<file path="src/rtl/tswd_pkg.sv">
package tswd_pkg;

  localparam int MAX_AXES = 6;

  localparam logic [15:0] FLAGS_PREFIX = 16'hcccc;

  typedef enum logic [2:0] {
    ST_FIRST,
    ST_CONTROL,
    ST_DIM,
    ST_MAXW,
    ST_PADW,
    ST_WALK
  } back_state_t;

  typedef enum logic [1:0] {
    MODE_NONE,
    MODE_DIM16,
    MODE_DIM24,
    MODE_DIM32
  } axis_mode_t;

  typedef struct packed {
    logic [31:0] word;
    logic        prefix;
  } word_entry_t;

  typedef struct packed {
    logic [2:0]  axis;
    logic [31:0] dim;
    logic [31:0] max_dim;
    logic [7:0]  pad;
    logic [15:0] flags;
    logic        last;
  } result_t;

endpackage

</file>
<file path="src/rtl/tswd_front.sv">
module tswd_front (
  input  logic                 clk,
  input  logic                 rst,
  input  logic                 push,
  input  logic [31:0]          word,
  output logic                 full,
  output logic                 head_valid,
  output tswd_pkg::word_entry_t head,
  input  logic                 head_take
);
  import tswd_pkg::*;

  word_entry_t mem [2];
  logic        wr_ptr;
  logic        rd_ptr;
  logic [1:0]  count;
  logic        pushing;
  logic        popping;
  word_entry_t entry;

  assign full       = (count == 2'd2);
  assign head_valid = (count != 2'd0);
  assign pushing    = push && !full;
  assign popping    = head_take && head_valid;
  assign head       = mem[rd_ptr];

  // tag words that carry the flags prefix so the back end only checks a bit
  always_comb begin
    entry.word   = word;
    entry.prefix = (word[31:16] == FLAGS_PREFIX);
  end

  always_ff @(posedge clk) begin
    if (pushing) begin
      mem[wr_ptr] <= entry;
    end
  end

  always_ff @(posedge clk) begin
    if (rst) begin
      wr_ptr <= 1'b0;
      rd_ptr <= 1'b0;
      count  <= 2'd0;
    end else begin
      if (pushing) wr_ptr <= ~wr_ptr;
      if (popping) rd_ptr <= ~rd_ptr;
      if (pushing && !popping) count <= count + 2'd1;
      else if (popping && !pushing) count <= count - 2'd1;
    end
  end

endmodule

</file>
<file path="src/rtl/tswd_back.sv">
module tswd_back (
  input  logic                  clk,
  input  logic                  rst,
  input  logic [2:0]            rank_setting,
  input  logic                  head_valid,
  input  tswd_pkg::word_entry_t head,
  output logic                  head_take,
  output logic                  res_valid,
  output tswd_pkg::result_t     res,
  input  logic                  res_full
);
  import tswd_pkg::*;

  back_state_t state, state_next;
  logic [1:0]  stage, stage_next;
  logic [2:0]  axis_index, axis_index_next;
  logic [23:0] control_held, control_held_next;
  logic [15:0] flags_held, flags_held_next;
  logic [31:0] dim_held, dim_held_next;
  logic [31:0] max_held, max_held_next;
  logic [7:0]  pad_held, pad_held_next;

  logic [3:0]  group;
  logic [2:0]  rank_eff;
  logic        last_axis;
  logic [16:0] sum16;
  logic [31:0] w;

  assign w     = head.word;
  assign sum16 = {1'b0, w[15:0]} + {9'd0, w[23:16]};

  always_comb begin
    case (axis_index)
      3'd0:    group = control_held[3:0];
      3'd1:    group = control_held[7:4];
      3'd2:    group = control_held[11:8];
      3'd3:    group = control_held[15:12];
      3'd4:    group = control_held[19:16];
      3'd5:    group = control_held[23:20];
      default: group = 4'd0;
    endcase
  end

  // out-of-range rank saturates into 1..MAX_AXES
  always_comb begin
    if (rank_setting == 3'd0) rank_eff = 3'd1;
    else if (rank_setting > 3'(MAX_AXES)) rank_eff = 3'(MAX_AXES);
    else rank_eff = rank_setting;
  end

  assign last_axis = ({1'b0, axis_index} + 4'd1) >= {1'b0, rank_eff};

  always_comb begin
    state_next        = state;
    stage_next        = stage;
    axis_index_next   = axis_index;
    control_held_next = control_held;
    flags_held_next   = flags_held;
    dim_held_next     = dim_held;
    max_held_next     = max_held;
    pad_held_next     = pad_held;
    head_take         = 1'b0;
    res_valid         = 1'b0;
    res.axis          = axis_index;
    res.dim           = (stage == 2'd0) ? 32'd1 : dim_held;
    res.max_dim       = (stage == 2'd0) ? 32'd1 : max_held;
    res.pad           = (stage == 2'd0) ? 8'd0 : pad_held;
    res.flags         = flags_held;
    res.last          = last_axis;
    case (state)
      ST_FIRST: begin
        if (head_valid) begin
          head_take = 1'b1;
          if (head.prefix) begin
            flags_held_next = w[15:0];
            state_next      = ST_CONTROL;
          end else begin
            flags_held_next   = 16'd0;
            control_held_next = w[23:0];
            axis_index_next   = 3'd0;
            stage_next        = 2'd0;
            state_next        = ST_WALK;
          end
        end
      end
      ST_CONTROL: begin
        if (head_valid) begin
          head_take         = 1'b1;
          control_held_next = w[23:0];
          axis_index_next   = 3'd0;
          stage_next        = 2'd0;
          state_next        = ST_WALK;
        end
      end
      ST_DIM: begin
        if (head_valid) begin
          head_take = 1'b1;
          case (axis_mode_t'(group[1:0]))
            MODE_DIM16: begin
              dim_held_next = {16'd0, w[15:0]};
              max_held_next = {15'd0, sum16};
              pad_held_next = w[31:24];
            end
            MODE_DIM24: begin
              dim_held_next = {8'd0, w[23:0]};
              max_held_next = {8'd0, w[23:0]};
              pad_held_next = w[31:24];
            end
            default: begin
              dim_held_next = w;
              max_held_next = w;
              pad_held_next = 8'd0;
            end
          endcase
          stage_next = 2'd1;
          state_next = ST_WALK;
        end
      end
      ST_MAXW: begin
        if (head_valid) begin
          head_take     = 1'b1;
          max_held_next = w;
          stage_next    = 2'd2;
          state_next    = ST_WALK;
        end
      end
      ST_PADW: begin
        if (head_valid) begin
          head_take     = 1'b1;
          pad_held_next = w[7:0];
          stage_next    = 2'd3;
          state_next    = ST_WALK;
        end
      end
      ST_WALK: begin
        // one axis step per cycle while the result queue has room: wait for a word or emit the axis
        if (stage == 2'd0 && group[1:0] != 2'd0) begin
          state_next = ST_DIM;
        end else if (stage <= 2'd1 && group[2]) begin
          if (stage == 2'd0) begin
            dim_held_next = 32'd1;
            max_held_next = 32'd1;
            pad_held_next = 8'd0;
          end
          state_next = ST_MAXW;
        end else if (stage <= 2'd2 && group[3]) begin
          if (stage == 2'd0) begin
            dim_held_next = 32'd1;
            max_held_next = 32'd1;
            pad_held_next = 8'd0;
          end
          state_next = ST_PADW;
        end else if (!res_full) begin
          res_valid = 1'b1;
          if (last_axis) begin
            flags_held_next = 16'd0;
            axis_index_next = 3'd0;
            state_next      = ST_FIRST;
          end else begin
            axis_index_next = axis_index + 3'd1;
            stage_next      = 2'd0;
          end
        end
      end
      default: state_next = ST_FIRST;
    endcase
  end

  always_ff @(posedge clk) begin
    if (rst) begin
      state        <= ST_FIRST;
      stage        <= 2'd0;
      axis_index   <= 3'd0;
      control_held <= 24'd0;
      flags_held   <= 16'd0;
    end else begin
      state        <= state_next;
      stage        <= stage_next;
      axis_index   <= axis_index_next;
      control_held <= control_held_next;
      flags_held   <= flags_held_next;
    end
  end

  always_ff @(posedge clk) begin
    dim_held <= dim_held_next;
    max_held <= max_held_next;
    pad_held <= pad_held_next;
  end

endmodule

</file>
<file path="src/rtl/tswd_out_q.sv">
module tswd_out_q (
  input  logic              clk,
  input  logic              rst,
  input  logic              res_valid,
  input  tswd_pkg::result_t res,
  output logic              res_full,
  output logic              empty,
  output tswd_pkg::result_t head,
  input  logic              pop
);
  import tswd_pkg::*;

  result_t    mem [2];
  logic       wr_ptr;
  logic       rd_ptr;
  logic [1:0] count;
  logic       writing;
  logic       reading;

  assign res_full = (count == 2'd2);
  assign empty    = (count == 2'd0);
  assign writing  = res_valid && !res_full;
  assign reading  = pop && !empty;
  assign head     = mem[rd_ptr];

  always_ff @(posedge clk) begin
    if (writing) begin
      mem[wr_ptr] <= res;
    end
  end

  always_ff @(posedge clk) begin
    if (rst) begin
      wr_ptr <= 1'b0;
      rd_ptr <= 1'b0;
      count  <= 2'd0;
    end else begin
      if (writing) wr_ptr <= ~wr_ptr;
      if (reading) rd_ptr <= ~rd_ptr;
      if (writing && !reading) count <= count + 2'd1;
      else if (reading && !writing) count <= count - 2'd1;
    end
  end

endmodule

</file>
<file path="src/rtl/tensor_shape_word_decoder_unit.sv">
// channel   | handshake            | payload
// ----------+----------------------+----------------------------------------
// input     | push / full          | word
// result    | empty / pop          | axis, dim, max_dim, pad, flags, last
// config    | cfg_valid / cfg_ready| axis_count
//
// a word is registered in the 2-entry word queue, then the sequencer takes
// it; the axis walker then emits the axes one at a time and moves on to wait
// for the next word when an axis needs one or when the record ends.
// synchronous reset empties both 2-entry queues, the sequencer expects the
// first word of a record and the stored axis count returns to 1.
// a full result queue stalls the walker; the word queue takes input until its
// two entries fill.
module tensor_shape_word_decoder_unit (
  input  logic        clk,
  input  logic        rst,
  input  logic        push,
  input  logic [31:0] word,
  output logic        full,
  output logic        empty,
  input  logic        pop,
  output logic [2:0]  axis,
  output logic [31:0] dim,
  output logic [31:0] max_dim,
  output logic [7:0]  pad,
  output logic [15:0] flags,
  output logic        last,
  input  logic        cfg_valid,
  output logic        cfg_ready,
  input  logic [2:0]  axis_count
);
  import tswd_pkg::*;

  logic [2:0]  rank_setting;
  logic        head_valid;
  word_entry_t head_entry;
  logic        head_take;
  logic        res_valid;
  result_t     res;
  logic        res_full;
  result_t     out_head;

  assign cfg_ready = 1'b1;

  always_ff @(posedge clk) begin
    if (rst) begin
      rank_setting <= 3'd1;
    end else if (cfg_valid && cfg_ready) begin
      rank_setting <= axis_count;
    end
  end

  tswd_front u_front (
    .clk        (clk),
    .rst        (rst),
    .push       (push),
    .word       (word),
    .full       (full),
    .head_valid (head_valid),
    .head       (head_entry),
    .head_take  (head_take)
  );

  tswd_back u_back (
    .clk          (clk),
    .rst          (rst),
    .rank_setting (rank_setting),
    .head_valid   (head_valid),
    .head         (head_entry),
    .head_take    (head_take),
    .res_valid    (res_valid),
    .res          (res),
    .res_full     (res_full)
  );

  tswd_out_q u_out_q (
    .clk       (clk),
    .rst       (rst),
    .res_valid (res_valid),
    .res       (res),
    .res_full  (res_full),
    .empty     (empty),
    .head      (out_head),
    .pop       (pop)
  );

  assign axis    = out_head.axis;
  assign dim     = out_head.dim;
  assign max_dim = out_head.max_dim;
  assign pad     = out_head.pad;
  assign flags   = out_head.flags;
  assign last    = out_head.last;

endmodule

</file>
<file path="config.mk">
export PLATFORM = sky130hd
export DESIGN_NAME = tensor_shape_word_decoder_unit
export DESIGN_NICKNAME = d
export VERILOG_FILES = /design/src/rtl/tswd_pkg.sv /design/src/rtl/tswd_front.sv /design/src/rtl/tswd_back.sv /design/src/rtl/tswd_out_q.sv /design/src/rtl/tensor_shape_word_decoder_unit.sv
export SDC_FILE = /design/constraint.sdc
export NUM_CORES = 1
export LEC_CHECK = 0
export BUFFER_PORTS_ARGS = -buffer_cell sky130_fd_sc_hd__buf_4
export CORE_ASPECT_RATIO = 1.25
export CORE_UTILIZATION = 60
export DETAILED_ROUTE_END_ITERATION = 16
export HOLD_SLACK_MARGIN = 0.03
export PLACE_DENSITY = 0.87
export SYNTH_ARGS = -nofsm -noshare
export SYNTH_HDL_FRONTEND = slang
export SYNTH_SLANG_ARGS = --single-unit
</file>
<file path="constraint.sdc">
create_clock -name clk -period 13.5 [get_ports clk]
set_input_delay 1.35 -clock clk [delete_from_list [all_inputs] [get_ports clk]]
set_output_delay 1.35 -clock clk [all_outputs]
set_load 0.03 [all_outputs]
</file>
* Yosys cells after proc, flatten, opt, wreduce, memory -nomap -nowiden
Memories as Yosys holds them, arrays and structs flattened. A register that Yosys moved wholly into a read port is not among the register bits.
Cells that the tools add are included.
** Word-level totals
- Register bits :: 131
- Bits in writable memories :: 250
- Input bits :: 40
- Output and inout bits :: 95
- Word-level logic and storage cells :: 195
- Memories :: 2
** Memories
- u_out_q.mem :: depth 2, width 92, read ports 1, clocked after memory_dff 1, write ports 1, line tswd_out_q.sv:13 : result_t mem [2];
- u_front.mem :: depth 2, width 33, read ports 1, clocked after memory_dff 1, write ports 1, line tswd_front.sv:13 : word_entry_t mem [2];
** Operators by class
- Add/sub/neg operators :: 7
- Magnitude comparators :: 4
- Equal/unequal tests :: 31
- Muxes and demuxes :: 87
- Bitwise logic cells :: 4
- Reduce and logical (&&, ||, !) cells :: 45
** Operator list (count)
- $mux 32 :: 11
- $pmux 32 s2 :: 3
- $mux 16 :: 7
- $pmux 32 s3 :: 1
- $mux 24 :: 3
- $mux 8 :: 7
- $mux 3 :: 18
- $pmux 24 s2 :: 1
- $pmux 16 s2 :: 1
- $mux 2 :: 15
- $pmux 4 s6 :: 1
- $pmux 8 s3 :: 1
- $ne 2x2->1 const B :: 11
- $pmux 3 s3 :: 2
- $add 16x8->17 :: 1
- $eq 16x16->1 const B :: 1
- $mux 1 :: 15
- $reduce_bool 2->1 :: 7
- $eq 3x2->1 const B :: 4
- $eq 3x3->1 const B :: 4
- $pmux 2 s6 :: 1
- $reduce_and 12->1 :: 1
- $reduce_and 4->1 :: 3
- $logic_and 1x1->1 :: 11
- 27 further kinds :: 48

* Longest topological paths before layout
Gate-level depths: netlist of the first run.
- Depth in word-level cells :: 12
- Gate-level depth with buffers :: 17
- Gate-level depth less buffers :: 16

* Modules after synthesis
Synthesis of the first run repeated with hierarchy kept, for this count alone.
** Unflattened totals
- Cells, all modules :: 1161
- Area, all modules :: 16223.1 sq um
** By module, submodules not included
- tswd_out_q :: instances 1, cells an instance 311, area an instance 6881.6 sq um, seq. area each 5625.4 sq um
- tswd_back :: instances 1, cells an instance 704, area an instance 6590.1 sq um, seq. area each 3123.0 sq um
- tswd_front :: instances 1, cells an instance 135, area an instance 2637.5 sq um, seq. area each 2082.0 sq um
- tensor_shape_word_decoder_unit :: instances 1, cells an instance 11, area an instance 113.9 sq um, seq. area each 60.1 sq um

* Worst setup path after synthesis of the first run
Ideal clock, no wire load.
- Path kind :: flip-flop to flip-flop
- Start point :: reg u_back.axis_index[2]
- End point :: mem u_out_q.mem[0][0] (netlist name) (enable)
- Library setup time :: 0.769 ns
- Data arrival time :: 10.650 ns
- Required time :: 12.731 ns
- Slack :: 2.081 ns
- Stages on the path, launching flop included :: 14
- Path buffers :: 2
- Period minus slack after synthesis :: 11.419 ns
- Cells stage by stage :: dfxtp_1 buf_6 buf_2 inv_1 ha_1 a22oi_1 o21ai_0 nor2_1 o21ai_0 o21ai_0 ha_1 nor2_1 a21o_1 nor4_1
** On the way
- Cells in the longest elaborated chain, start to end :: 10
- Elaborated cells on any way between the ends :: 18
- Those cells by class :: eq/ne: 5; mux: 7; reduce/logical: 6
** RTL lines
- from (decl) :: line tswd_back.sv:16 : logic [2:0] axis_index, axis_index_next;
- from (signal assigned) :: line tswd_back.sv:179 : axis_index <= axis_index_next;
- $eq 3x3->1 (tied with other cells) :: line tswd_back.sv:33 : case (axis_index)
- $pmux 4 s6 * :: line tswd_back.sv:33
- $logic_and 1x1->1 :: line tswd_back.sv:146 : end else if (stage <= 2'd2 && group[3]) begin
- $mux 1 :: line tswd_back.sv:146
- $mux 1 :: line tswd_back.sv:139 : end else if (stage <= 2'd1 && group[2]) begin
- $mux 1 * :: line tswd_back.sv:137 : if (stage == 2'd0 && group[1:0] != 2'd0) begin
- $mux 1 * :: line tswd_back.sv:70 : case (state)
- $logic_and 1x1->1 * :: line tswd_out_q.sv:22 : assign writing = res_valid && !res_full;
- $mux 1 * :: line tswd_out_q.sv:27 : if (writing) begin
- $mux 1 (implied by the code) * :: line tswd_out_q.sv:28 : mem[wr_ptr] <= res;
- to (decl) :: line tswd_out_q.sv:13
Every way passes the cells marked *; elsewhere a longest branch is shown, timed or not.

* Final worst setup path of the first run
- Start point :: reg u_back.axis_index[2]
- End point :: reg u_back.max_held[14], data pin
** On the way
- Cells in the longest elaborated chain, start to end :: 6
- Elaborated cells on any way between the ends :: 15
- Those cells by class :: eq/ne: 7; mux: 6; reduce/logical: 2
** RTL lines
- $eq 3x3->1 (tied with other cells) :: line tswd_back.sv:33
- $pmux 4 s6 * :: line tswd_back.sv:33
- $eq 2x2->1 (tied with other cells) :: line tswd_back.sv:98 : case (axis_mode_t'(group[1:0]))
- $pmux 32 s2 or $mux 32 (tied branches) :: line tswd_back.sv:98, tswd_back.sv:139
- $mux 32 (on tied branches) :: line tswd_back.sv:96, tswd_back.sv:137
- $pmux 32 s3 * :: line tswd_back.sv:70
- net u_back.max_held_next[14] :: line tswd_back.sv:20 : logic [31:0] max_held, max_held_next;
- to (signal assigned) :: line tswd_back.sv:187 : max_held <= max_held_next;
- to (decl) :: line tswd_back.sv:20
Mark *: on every way through the listed nets, which the timed path passes. The rest lies on a longest branch. The select of a mux whose other input is x is not followed.
A chain may end at the register's enable or synchronous reset.

==> results.tsv, run 1 <==
metric	value	unit
status	complete, no violations	
setup_viol	0	
critPathArrivalTime	5.02	ns
final_cell_mix	edfxtp_1 (322), buf_4 (161), nor2_1 (99)	
worstSetupStartpointType	flop	
worstSetupPathType	reg -> reg	
worstReg2RegStart	u_back.axis_index[2]$_SDFFE_PP0P_	
clock_latency	0.52	ns
muxShareOfSynthArea	9.170	%
grt_pass1_vias	9798	
ant_nets	0	
layout_setup_ws	8.733	ns
hold_violations	0	
fin_skew	0.02028	ns
p_int	2.745	mW
power_frac_clock	26.0	%
synth-edff-count	322	
diodes	0	
seqPwrFrac	39.5	%
fin_setup_tns	0	ns
antenna_found_initial	0	
grt_first_pass_wirelength	54060	um
clk_pin_slew	0.07	ns
cts_setup_buffers	0	
hold_depth	0	
detail_route.iter0.violations	1165	
cts.sinks	383	
start_util	61.45	%
synth-simple-area-share	8.820	%
dp_cells	1575	
h-tree-depth	2	
fillers	1584	
io-pin-count	135	
wl_per_cell	21.81	um
row_count	66	
critPathMaxStageDelay	0.75	ns
cts_tree	done	
ir_drop	0.1477	mV
maxCapViolations	0	
dieWidth	148.5	um
slew_headroom	24.19	%
drive_gt1_share	25.42	%
cp_common_cell	o21ai_0	
final_util	71.67	%
clock.fmax	0.2098	GHz
die_height	185.1	um
vias	10050	
synth-async-reset-ratio	0	%
maxSlewViolCount	0	
synth.area.top_cells	edfxtp_1 (60%), dfxtp_1 (7.6%), mux2_2 (6.7%), and2_1 (2.8%), mux2i_1 (2.4%)	
dp_slack	8.893	ns
cts_resized	0	
synthAdderAreaFrac	1.820	%
wl	35720	um
crit_chain	inv_1, ha_1, a22oi_1, o21ai_0, nor2_1, o21ai_0, o21ai_0, ha_1, nor2b_1, a21oi_1, nor2_1, buf_4, o21a_1, o211ai_1	
synth_top_family_by_area	multiplexers	
required	13.75	ns
crit_path_end_kind	flop	
worst_r2r_path_depth	14	
synthesis.nets	1201	
clockBufferDepth	3	
p_leak	6.634	nW
grt-ovfl-total	0	
p_comb_share	34.4	%
slowest_stage	dfxtp_1	
crit_fanout	19	
grt_max_degree	73	
synth_xor_area_share	0.8711	%
hold_path.class	reg -> reg	
fin_cells	1638	
coreArea	26180	um^2
synth_area	16090	um^2
yosysTopAreaCell	edfxtp_1	
min-delay-start	u_back.flags_held[2]$_SDFFE_PP0P_	
cts_hold_buf	0	
gp_congestion	0.9108	
crit_start	u_back.axis_index[2]$_SDFFE_PP0P_	
final_nets	1334	
finalCritPeriodShare	35.31	%
syn_to_final_growth	16.62	%
ys_types	71	
ys_warn_count	0	
finalPower	4.190	mW
ys_seq_area_share	67.70	%
track_usage	26.10	%
swShare	34.48	%
final_common_cell	edfxtp_1	
synth_compound_area_share	9.046	%
rsz0062_at_grt	no	
syn_inst	1139	
tightest_slew	1.105	ns
netlist.area_leader.share	60.11	%
vias_per_cell	6.137	
power_density	223.3	nW/um^2
dr.pass1.iters	5	
synthFlopType	edfxtp_1	
ys_seq_elements	383	
cts-root-buf	clkbuf_16	
syn-mean-instance-area	14.12	um^2
drcViolationCount	0	
cts_buffers	35	
dp.final_hpwl	22370	um
portBuffers	133	
die_area	27470	um^2
min_period	4.767	ns
p_sw	1.445	mW
[kinds of logic (layout without fill, tap and decap cells)]
family                   Yosys count  after routing
multiplexers                     135            135
adder cells (fa/ha/maj)           23             23
flip-flops                       383            383
other                              1              1
XOR/XNOR                          16             16
buffers and inverters             98            257
AND/OR/NAND/NOR                  278            278
AO/OA/AOI/OAI                    205            205
[worst paths after layout]
path                            slack, ns                             to
worst max-delay path                 8.73  u_back.max_held[14]$_DFFE_PP_
worst min-delay path                 0.46    u_out_q.mem[0][3]$_DFFE_PP_
worst max register to register       8.73  u_back.max_held[14]$_DFFE_PP_
worst min register to register       0.46    u_out_q.mem[0][3]$_DFFE_PP_
[Yosys cell counts (12+ instances only)]
| cell type | instances |
|---|---|
| a211oi_1 | 26 |
| a21oi_1 | 40 |
| and2_1 | 72 |
| buf_2 | 19 |
| clkbuf_1 | 41 |
| dfxtp_1 | 61 |
| edfxtp_1 | 322 |
| ha_1 | 21 |
| inv_1 | 33 |
| mux2_2 | 96 |
| mux2i_1 | 38 |
| nand2_1 | 49 |
| nand3b_1 | 17 |
| nor2_1 | 100 |
| o21ai_0 | 18 |
| o221ai_1 | 12 |
| o2bb2ai_1 | 16 |
| o31ai_1 | 32 |
[power by group through the flow]
| stage | clock network [mW] | logic (mW) | registers [mW] |
|---|---|---|---|
| floorplan | 0 | 1.02 | 1.63 |
| detailed placement | 0 | 1.40 | 1.67 |
| CTS | 1.10 | 1.43 | 1.65 |
| global placement | 0 | 1.35 | 1.66 |
| global route | 1.14 | 1.53 | 1.67 |
| finish | 1.09 | 1.44 | 1.66 |
[through the flow]
stage	hold slack, ns	cell area (um^2)
after floorplan	0.4260	16090
after global placement	0.4329	17470
after detailed placement	0.4435	17470
after CTS	0.4577	18760
after global routing	0.4729	18760
final	0.4558	18760
[routing by layer]
layer	wire (um)	track usage, %
met1	13730	33.42
met2	18160	44.69
met3	2631	4.138
met4	1203	9.938
met5	0	0
[critical path: cells and delay by family (launching register included)]
family	cells	cell delay [ns]
flops	1	0.75
buf+inv	2	0.50
compound gates	7	1.12
fa+ha+maj	2	0.75
simple gates	3	1.38
[flip-flops by register name, summed over array words and instances, names as in the netlist, 2 cells and up, named ones only]
signal,cells
u_back.flags_held,16
u_front.mem,66
rank_setting,3
u_back.axis_index,3
u_back.pad_held,8
u_out_q.count,2
u_back.state,3
u_back.dim_held,32
u_out_q.mem,184
u_front.count,2
u_back.stage,2
u_back.control_held,24
u_back.max_held,32
[area by class of cell]
cell class / count / area [um^2] / area share (%)
Sequential cell: 383 / 10900 / 58.08
Multi-Input combinational cell: 658 / 4815 / 25.66
Inverter: 33 / 123.9 / 0.6603
Timing Repair Buffer: 161 / 1209 / 6.443
Tap cell: 340 / 425.4 / 2.268
Clock buffer: 49 / 1042 / 5.556
Clock inverter: 14 / 250.2 / 1.334
Power figures use the tool's default switching activity.
==> run 2: changes to the inputs <==
==> constraint.sdc (replaced) <==
create_clock -name clk -period 4.55 [get_ports clk]
set_input_delay 0.455 -clock clk [delete_from_list [all_inputs] [get_ports clk]]
set_output_delay 0.455 -clock clk [all_outputs]
set_load 0.03 [all_outputs]
==> run 2 against run 1 <==
Effect of this change:
- cell count increased by 0.67%
- setup slack worse by 7.9 ns
- register-to-register slack lost 7.9 ns
- clock power rose to 2.7 times the previous value
- wire length is 0.25% higher
- first-iteration DRC count shrank 10%
- largest power group unchanged
==> results.tsv, run 2 (synthesis results as in run 1) <==
metric	value	unit	change
status	complete, no violations		
dr.pass1.iters	6		+1
grt_pass1_vias	9725		-0.75%
grt_max_degree	73		unchanged
min-delay-start	word[4]		
required	4.81	ns	-8.94 ns
hold_violations	0		unchanged
wl_per_cell	21.72	um	-0.42%
vias_per_cell	6.085		-0.84%
cts_hold_buf	0		unchanged
setup_viol	0		unchanged
swShare	35.16	%	+0.68 points
die_height	185.1	um	unchanged
h-tree-depth	2		unchanged
hold_path.class	in -> reg		
io-pin-count	135		unchanged
worstSetupStartpointType	flop		
worstSetupPathType	reg -> reg		
drcViolationCount	0		unchanged
seqPwrFrac	40.3	%	+0.8 points
gp_congestion	0.9372		+2.9%
worst_r2r_path_depth	9		-5
start_util	61.45	%	unchanged
worstHoldEndpoint	u_front.mem[1][5]$_DFFE_PP_		
hold_depth	1		+1
power_frac_clock	24.1	%	-1.9 points
slowest_stage	dfxtp_2		
multi_input_area	4843	um^2	+0.60%
p_sw	4.299	mW	+200%
tightest_slew	1.230	ns	+0.1247 ns
cts-root-buf	clkbuf_16		
critPathArrivalTime	3.95	ns	-1.07 ns
fillers	1611		+1.7%
vias	10030		-0.18%
crit_chain	mux2i_1, inv_1, ha_1, o21a_1, a2111oi_2, o31ai_2, and4b_1, a21oi_1, o21ai_0		
fin_area	18780	um^2	about the same
finalCritPeriodShare	81.20	%	+46 points
dieWidth	148.5	um	unchanged
wl	35810	um	+0.25%
ir_drop	0.4719	mV	+220%
ant_nets	0		unchanged
dp.final_hpwl	23240	um	+3.9%
clk_pin_slew	0.06	ns	about the same
min_period	3.695	ns	-1.073 ns
p_leak	6.639	nW	about the same
cpLargestDelayFamily	compound AO/OA/AOI/OAI gates		
grt-ovfl-total	0		unchanged
drive_gt1_share	26.36	%	+0.93 points
cts_setup_buffers	0		unchanged
clock_latency	0.52	ns	about the same
antenna_found_initial	0		unchanged
power_density	651.3	nW/um^2	+190%
diodes	0		unchanged
p_comb_share	35.6	%	+1.2 points
slew_headroom	15.64	%	-8.5 points
track_usage	26.12	%	about the same
cts_buffers	35		unchanged
cts_tree	done		
rsz0062_at_grt	no		
coreArea	26180	um^2	unchanged
crit_path_end_kind	flop		
crit_buf_inv	1		-1
portBuffers	133		unchanged
top_regs	u_out_q.mem (184), u_front.mem (66)		
p_int	7.929	mW	+190%
cts.sinks	383		unchanged
detail_route.iter0.violations	1049		-10%
cp_num_cells	9		-5
cts_resized	0		unchanged
final_cell_mix	edfxtp_1 (322), buf_4 (171), nor2_1 (98)		
largest_register_ffs	184		unchanged
maxSlewViolCount	0		unchanged
r2r_setup_slack	0.86	ns	-7.88 ns
row_count	66		unchanged
rr_endpoint	u_back.max_held[15]$_DFFE_PP_		
regArea	10900	um^2	about the same
clock.fmax	0.2707	GHz	+29%
final_common_cell	edfxtp_1		
maxCapViolations	0		unchanged
place_area	17620	um^2	+0.87%
clockBufferDepth	3		unchanged
fin_skew	0.01352	ns	-0.006758 ns
grt_first_pass_wirelength	53850	um	-0.40%
crit_fanout	28		+9
die_area	27470	um^2	unchanged
final_nets	1346		+0.90%
syn_to_final_growth	16.71	%	about the same
regMostFlops	u_out_q.mem		
critPathMaxStageDelay	0.92	ns	+0.17 ns
fin_setup_tns	0	ns	unchanged
run 2: worst max-delay path by stage:
stage | startpoint | end | slack, ns
4_1_cts | flop | u_back.max_held[15]$_DFFE_PP_ | 0.95
2_1_floorplan | u_back.axis_index[2]$_SDFFE_PP0P_ | u_out_q.mem[0][0]$_DFFE_PP_ | -0.57
5_1_grt | flop | u_back.max_held[15]$_DFFE_PP_ | 0.63
3_5_place_dp | u_back.axis_index[1]$_SDFFE_PP0P_ | u_out_q.mem[1][82]$_DFFE_PP_ | 1.01
6_report | flop | u_back.max_held[15]$_DFFE_PP_ | 0.86
3_3_place_gp | flop | u_back.max_held[15]$_DFFE_PP_ | 1.08
run 2: area by class of cell:
| cell class | count | share of cell area, % |
|---|---|---|
| tap | 340 | 2.266 |
| clock inverter | 13 | 0.8263 |
| sequential | 383 | 58.06 |
| multi-input combinational | 658 | 25.80 |
| clock buffer | 49 | 5.331 |
| inverter | 33 | 0.6731 |
| timing repair buffer | 173 | 7.051 |
run 2: power groups by stage:
| stage | sequential, mW | combinational (mW) | clock, mW |
|---|---|---|---|
| after global routing | 4.97 | 4.63 | 3.08 |
| after floorplan | 4.80 | 3.04 | 0 |
| after detailed placement | 4.99 | 4.26 | 0 |
| after global placement | 4.96 | 4.15 | 0 |
| final | 4.93 | 4.35 | 2.95 |
| after CTS | 4.92 | 4.31 | 2.97 |
run 2: stage by stage:
stage          setup slack [ns]  util [%]  instances  power [mW]  hold WS [ns]
3_3_place_gp              1.081     67.31       1587       9.106        0.4341
5_1_grt                  0.6326     71.72       1649       12.68        0.1087
2_1_floorplan           -0.5748         -       1139       7.844        0.4260
4_1_cts                  0.9458     71.72       1649       12.21        0.1054
3_5_place_dp              1.007     67.31       1587       9.252        0.4485
6_report                 0.8554     71.72       1649       12.23        0.1183
run 2: per-layer routing:
metal	vias to the layer above	GRT usage [%]	wire length (um)
met5	-	0	0
met4	0	12.29	1548
met3	112	3.966	2478
met2	478	43.16	17460
met1	4886	34.01	14320
li1	4558	-	-
run 2: worst register-to-register path, delay by kind of cell, from the launching register on:
family / cells / cell delay, ns
fa+ha+maj: 1 / 0.37
compound gates: 5 / 1.19
simple gates: 1 / 0.24
buf+inv: 1 / 0.12
flops: 1 / 0.92
mux: 1 / 0.60
==> run 3: changes to the inputs <==
--- a/config.mk
+++ b/config.mk
@@ -7,10 +7,10 @@
 export LEC_CHECK = 0
 export BUFFER_PORTS_ARGS = -buffer_cell sky130_fd_sc_hd__buf_4
 export CORE_ASPECT_RATIO = 1.25
-export CORE_UTILIZATION = 60
+export CORE_UTILIZATION = 54
 export DETAILED_ROUTE_END_ITERATION = 16
 export HOLD_SLACK_MARGIN = 0.03
-export PLACE_DENSITY = 0.87
+export PLACE_DENSITY = 0.83
 export SYNTH_ARGS = -nofsm -noshare
 export SYNTH_HDL_FRONTEND = slang
 export SYNTH_SLANG_ARGS = --single-unit
==> constraint.sdc (replaced) <==
create_clock -name clk -period 3.2 [get_ports clk]
set_input_delay 0.32 -clock clk [delete_from_list [all_inputs] [get_ports clk]]
set_output_delay 0.32 -clock clk [all_outputs]
set_load 0.03 [all_outputs]
==> run 3 against run 2 <==
Effect of this change:
- clock skew increased by 0.0041 ns
- largest cell class unchanged
- global-route usage down 1.5 points
- design area increased by 4.0%
- cell count is 6.8% higher
- die area increased by 11%
- sequential power is 41% higher
- via count grew 1.4%
- clock power up 53%
==> results.tsv, run 3 (synthesis results as in run 1) <==
metric	value	unit	change
worstHoldEndpoint	rank_setting[1]$_SDFFE_PP0P_		
crit_fanout	34		+21%
worst_r2r_path_depth	15		+6
required	3.40	ns	-1.41 ns
grt_max_degree	73		unchanged
ir_drop	0.6286	mV	+33%
track_usage	24.59	%	-1.5 points
critPathArrivalTime	3.32	ns	-0.63 ns
slew_headroom	55.11	%	+39 points
h-tree-depth	2		unchanged
min-delay-start	axis_count[1]		
antenna_found_initial	0		unchanged
worstSetupStartpointType	flop		
clk_pin_slew	0.07	ns	about the same
start_util	54.99	%	-6.5 points
fin_setup_tns	0	ns	unchanged
dp.final_hpwl	23950	um	+3.0%
final_common_cell	edfxtp_1		
clockBufferDepth	3		unchanged
wl	37220	um	+3.9%
fillers	2026		+26%
r2r_setup_slack	0.08	ns	-0.78 ns
top_regs	u_out_q.mem (184), u_front.mem (66)		
final_cell_mix	edfxtp_1 (322), buf_4 (183), nor2_1 (98)		
final_util	66.75	%	-5.0 points
coreArea	29250	um^2	+12%
vias_per_cell	5.779		-5.0%
status	complete, no violations		
setup_viol	0		unchanged
diodes	0		unchanged
grt_first_pass_wirelength	57010	um	+5.9%
cts.sinks	383		unchanged
die_height	195.0	um	+5.3%
clock_latency	0.52	ns	about the same
tightest_slew	0.6733	ns	-0.5568 ns
crit_path_end_kind	flop		
grt-ovfl-total	0		unchanged
final_nets	1399		+3.9%
syn_to_final_growth	21.38	%	
dieWidth	156.4	um	+5.3%
die_area	30490	um^2	+11%
hold_violations	0		unchanged
rsz0062_at_grt	yes		
ant_nets	0		unchanged
grt_pass1_vias	10190		+4.8%
vias	10180		+1.4%
fin_skew	0.01758	ns	+0.004058 ns
cts_tree	done		
row_count	70		+6.1%
maxCapViolations	0		unchanged
detail_route.iter0.violations	914		-13%
worstReg2RegStart	u_back.axis_index[0]$_SDFFE_PP0P_		
drive_gt1_share	27.40	%	+1.0 points
finalCritPeriodShare	97.52	%	+16 points
min_period	3.121	ns	-0.5740 ns
hold_depth	3		+2
regMostFlops	u_out_q.mem		
cts-root-buf	clkbuf_16		
maxSlewViolCount	0		unchanged
clock.fmax	0.3205	GHz	+18%
largest_register_ffs	184		unchanged
power_density	919.5	nW/um^2	+41%
wl_per_cell	21.13	um	-2.7%
gp_congestion	0.9075		-3.2%
drcViolationCount	0		unchanged
rr_endpoint	u_out_q.mem[0][60]$_DFFE_PP_		
worstSetupPathType	reg -> reg		
portBuffers	133		unchanged
hold_path.class	in -> reg		
io-pin-count	135		unchanged
p_leak	6.939	nW	+4.5%
dr.pass1.iters	5		-1
cts_buffers	36		+2.9%
-- run 3: timing repair --
action / CTS / global route
setup buffers: 0 / 4
resized for setup: 0 / 10
endpoints found under the hold margin: 65 / 0
setup endpoints to repair: 0 / 157
hold buffers: 33 / 0
-- run 3: area by class of cell --
type	count	area, um^2	share of cell area (%)
well taps	396	495.5	2.537
clock inverters	10	175.2	0.8971
repair buffers	225	1866	9.554
multi-input cells	658	4870	24.94
inverters	33	126.4	0.6472
clock buffers	56	1090	5.581
flip-flops and latches	383	10900	55.84
-- run 3: critical path: stages (launching register included) --
cell,delay (ns)
dfxtp_4,0.39
inv_1,0.09
ha_1,0.24
nor2b_1,0.15
a22oi_1,0.16
o21ai_1,0.14
nor2_1,0.12
o21ai_1,0.09
o21ai_1,0.13
ha_2,0.22
nor2_2,0.06
a21o_1,0.19
buf_4,0.15
nor4_4,0.16
buf_4,0.18
clkbuf_8,0.32
-- run 3: where the power goes --
part	internal, mW	total, mW	switching, mW	leakage, nW
logic	2.49	6.51	4.02	2.86
registers	6.52	6.93	0.410	3.47
clock network	2.69	4.51	1.82	0.611
total	11.7	18.0	6.25	6.94
-- run 3: worst max-delay path by stage --
stage	start	endpoint
2_1_floorplan	u_back.axis_index[2]$_SDFFE_PP0P_	u_out_q.mem[0][0]$_DFFE_PP_
3_3_place_gp	flop	u_back.max_held[15]$_DFFE_PP_
3_5_place_dp	u_back.axis_index[0]$_SDFFE_PP0P_	u_out_q.count[1]$_SDFFE_PP0P_
4_1_cts	u_back.axis_index[0]$_SDFFE_PP0P_	u_out_q.count[1]$_SDFFE_PP0P_
5_1_grt	u_back.axis_index[0]$_SDFFE_PP0P_	u_out_q.count[1]$_SDFFE_PP0P_
6_report	u_back.axis_index[0]$_SDFFE_PP0P_	u_out_q.mem[0][60]$_DFFE_PP_
-- run 3: per-layer routing --
| metal | global-route usage (%) | wire length [um] | vias to the layer above | part of all wire (%) |
|---|---|---|---|---|
| met5 | 0 | 0 | - | 0 |
| met4 | 8.715 | 1196 | 0 | 3.2 |
| met3 | 3.884 | 2636 | 81 | 7.1 |
| met2 | 40.36 | 18330 | 435 | 49 |
| met1 | 33.29 | 15060 | 4997 | 40 |
| li1 | - | - | 4663 | - |
-- run 3: metrics by stage --
stage | area [um^2] | setup WS (ns) | hold slack (ns) | std cells | power (mW)
floorplan | 16150 | -1.925 | 0.4189 | 1139 | 11.16
global placement | 17850 | 0.2027 | 0.4343 | 1657 | 13.14
detailed placement | 17850 | 0.07198 | 0.4422 | 1657 | 13.30
CTS | 19450 | 0.02688 | 0.03549 | 1756 | 17.84
global route | 19530 | -0.06778 | 0.06615 | 1761 | 18.67
finish | 19530 | 0.07939 | 0.04030 | 1761 | 17.95
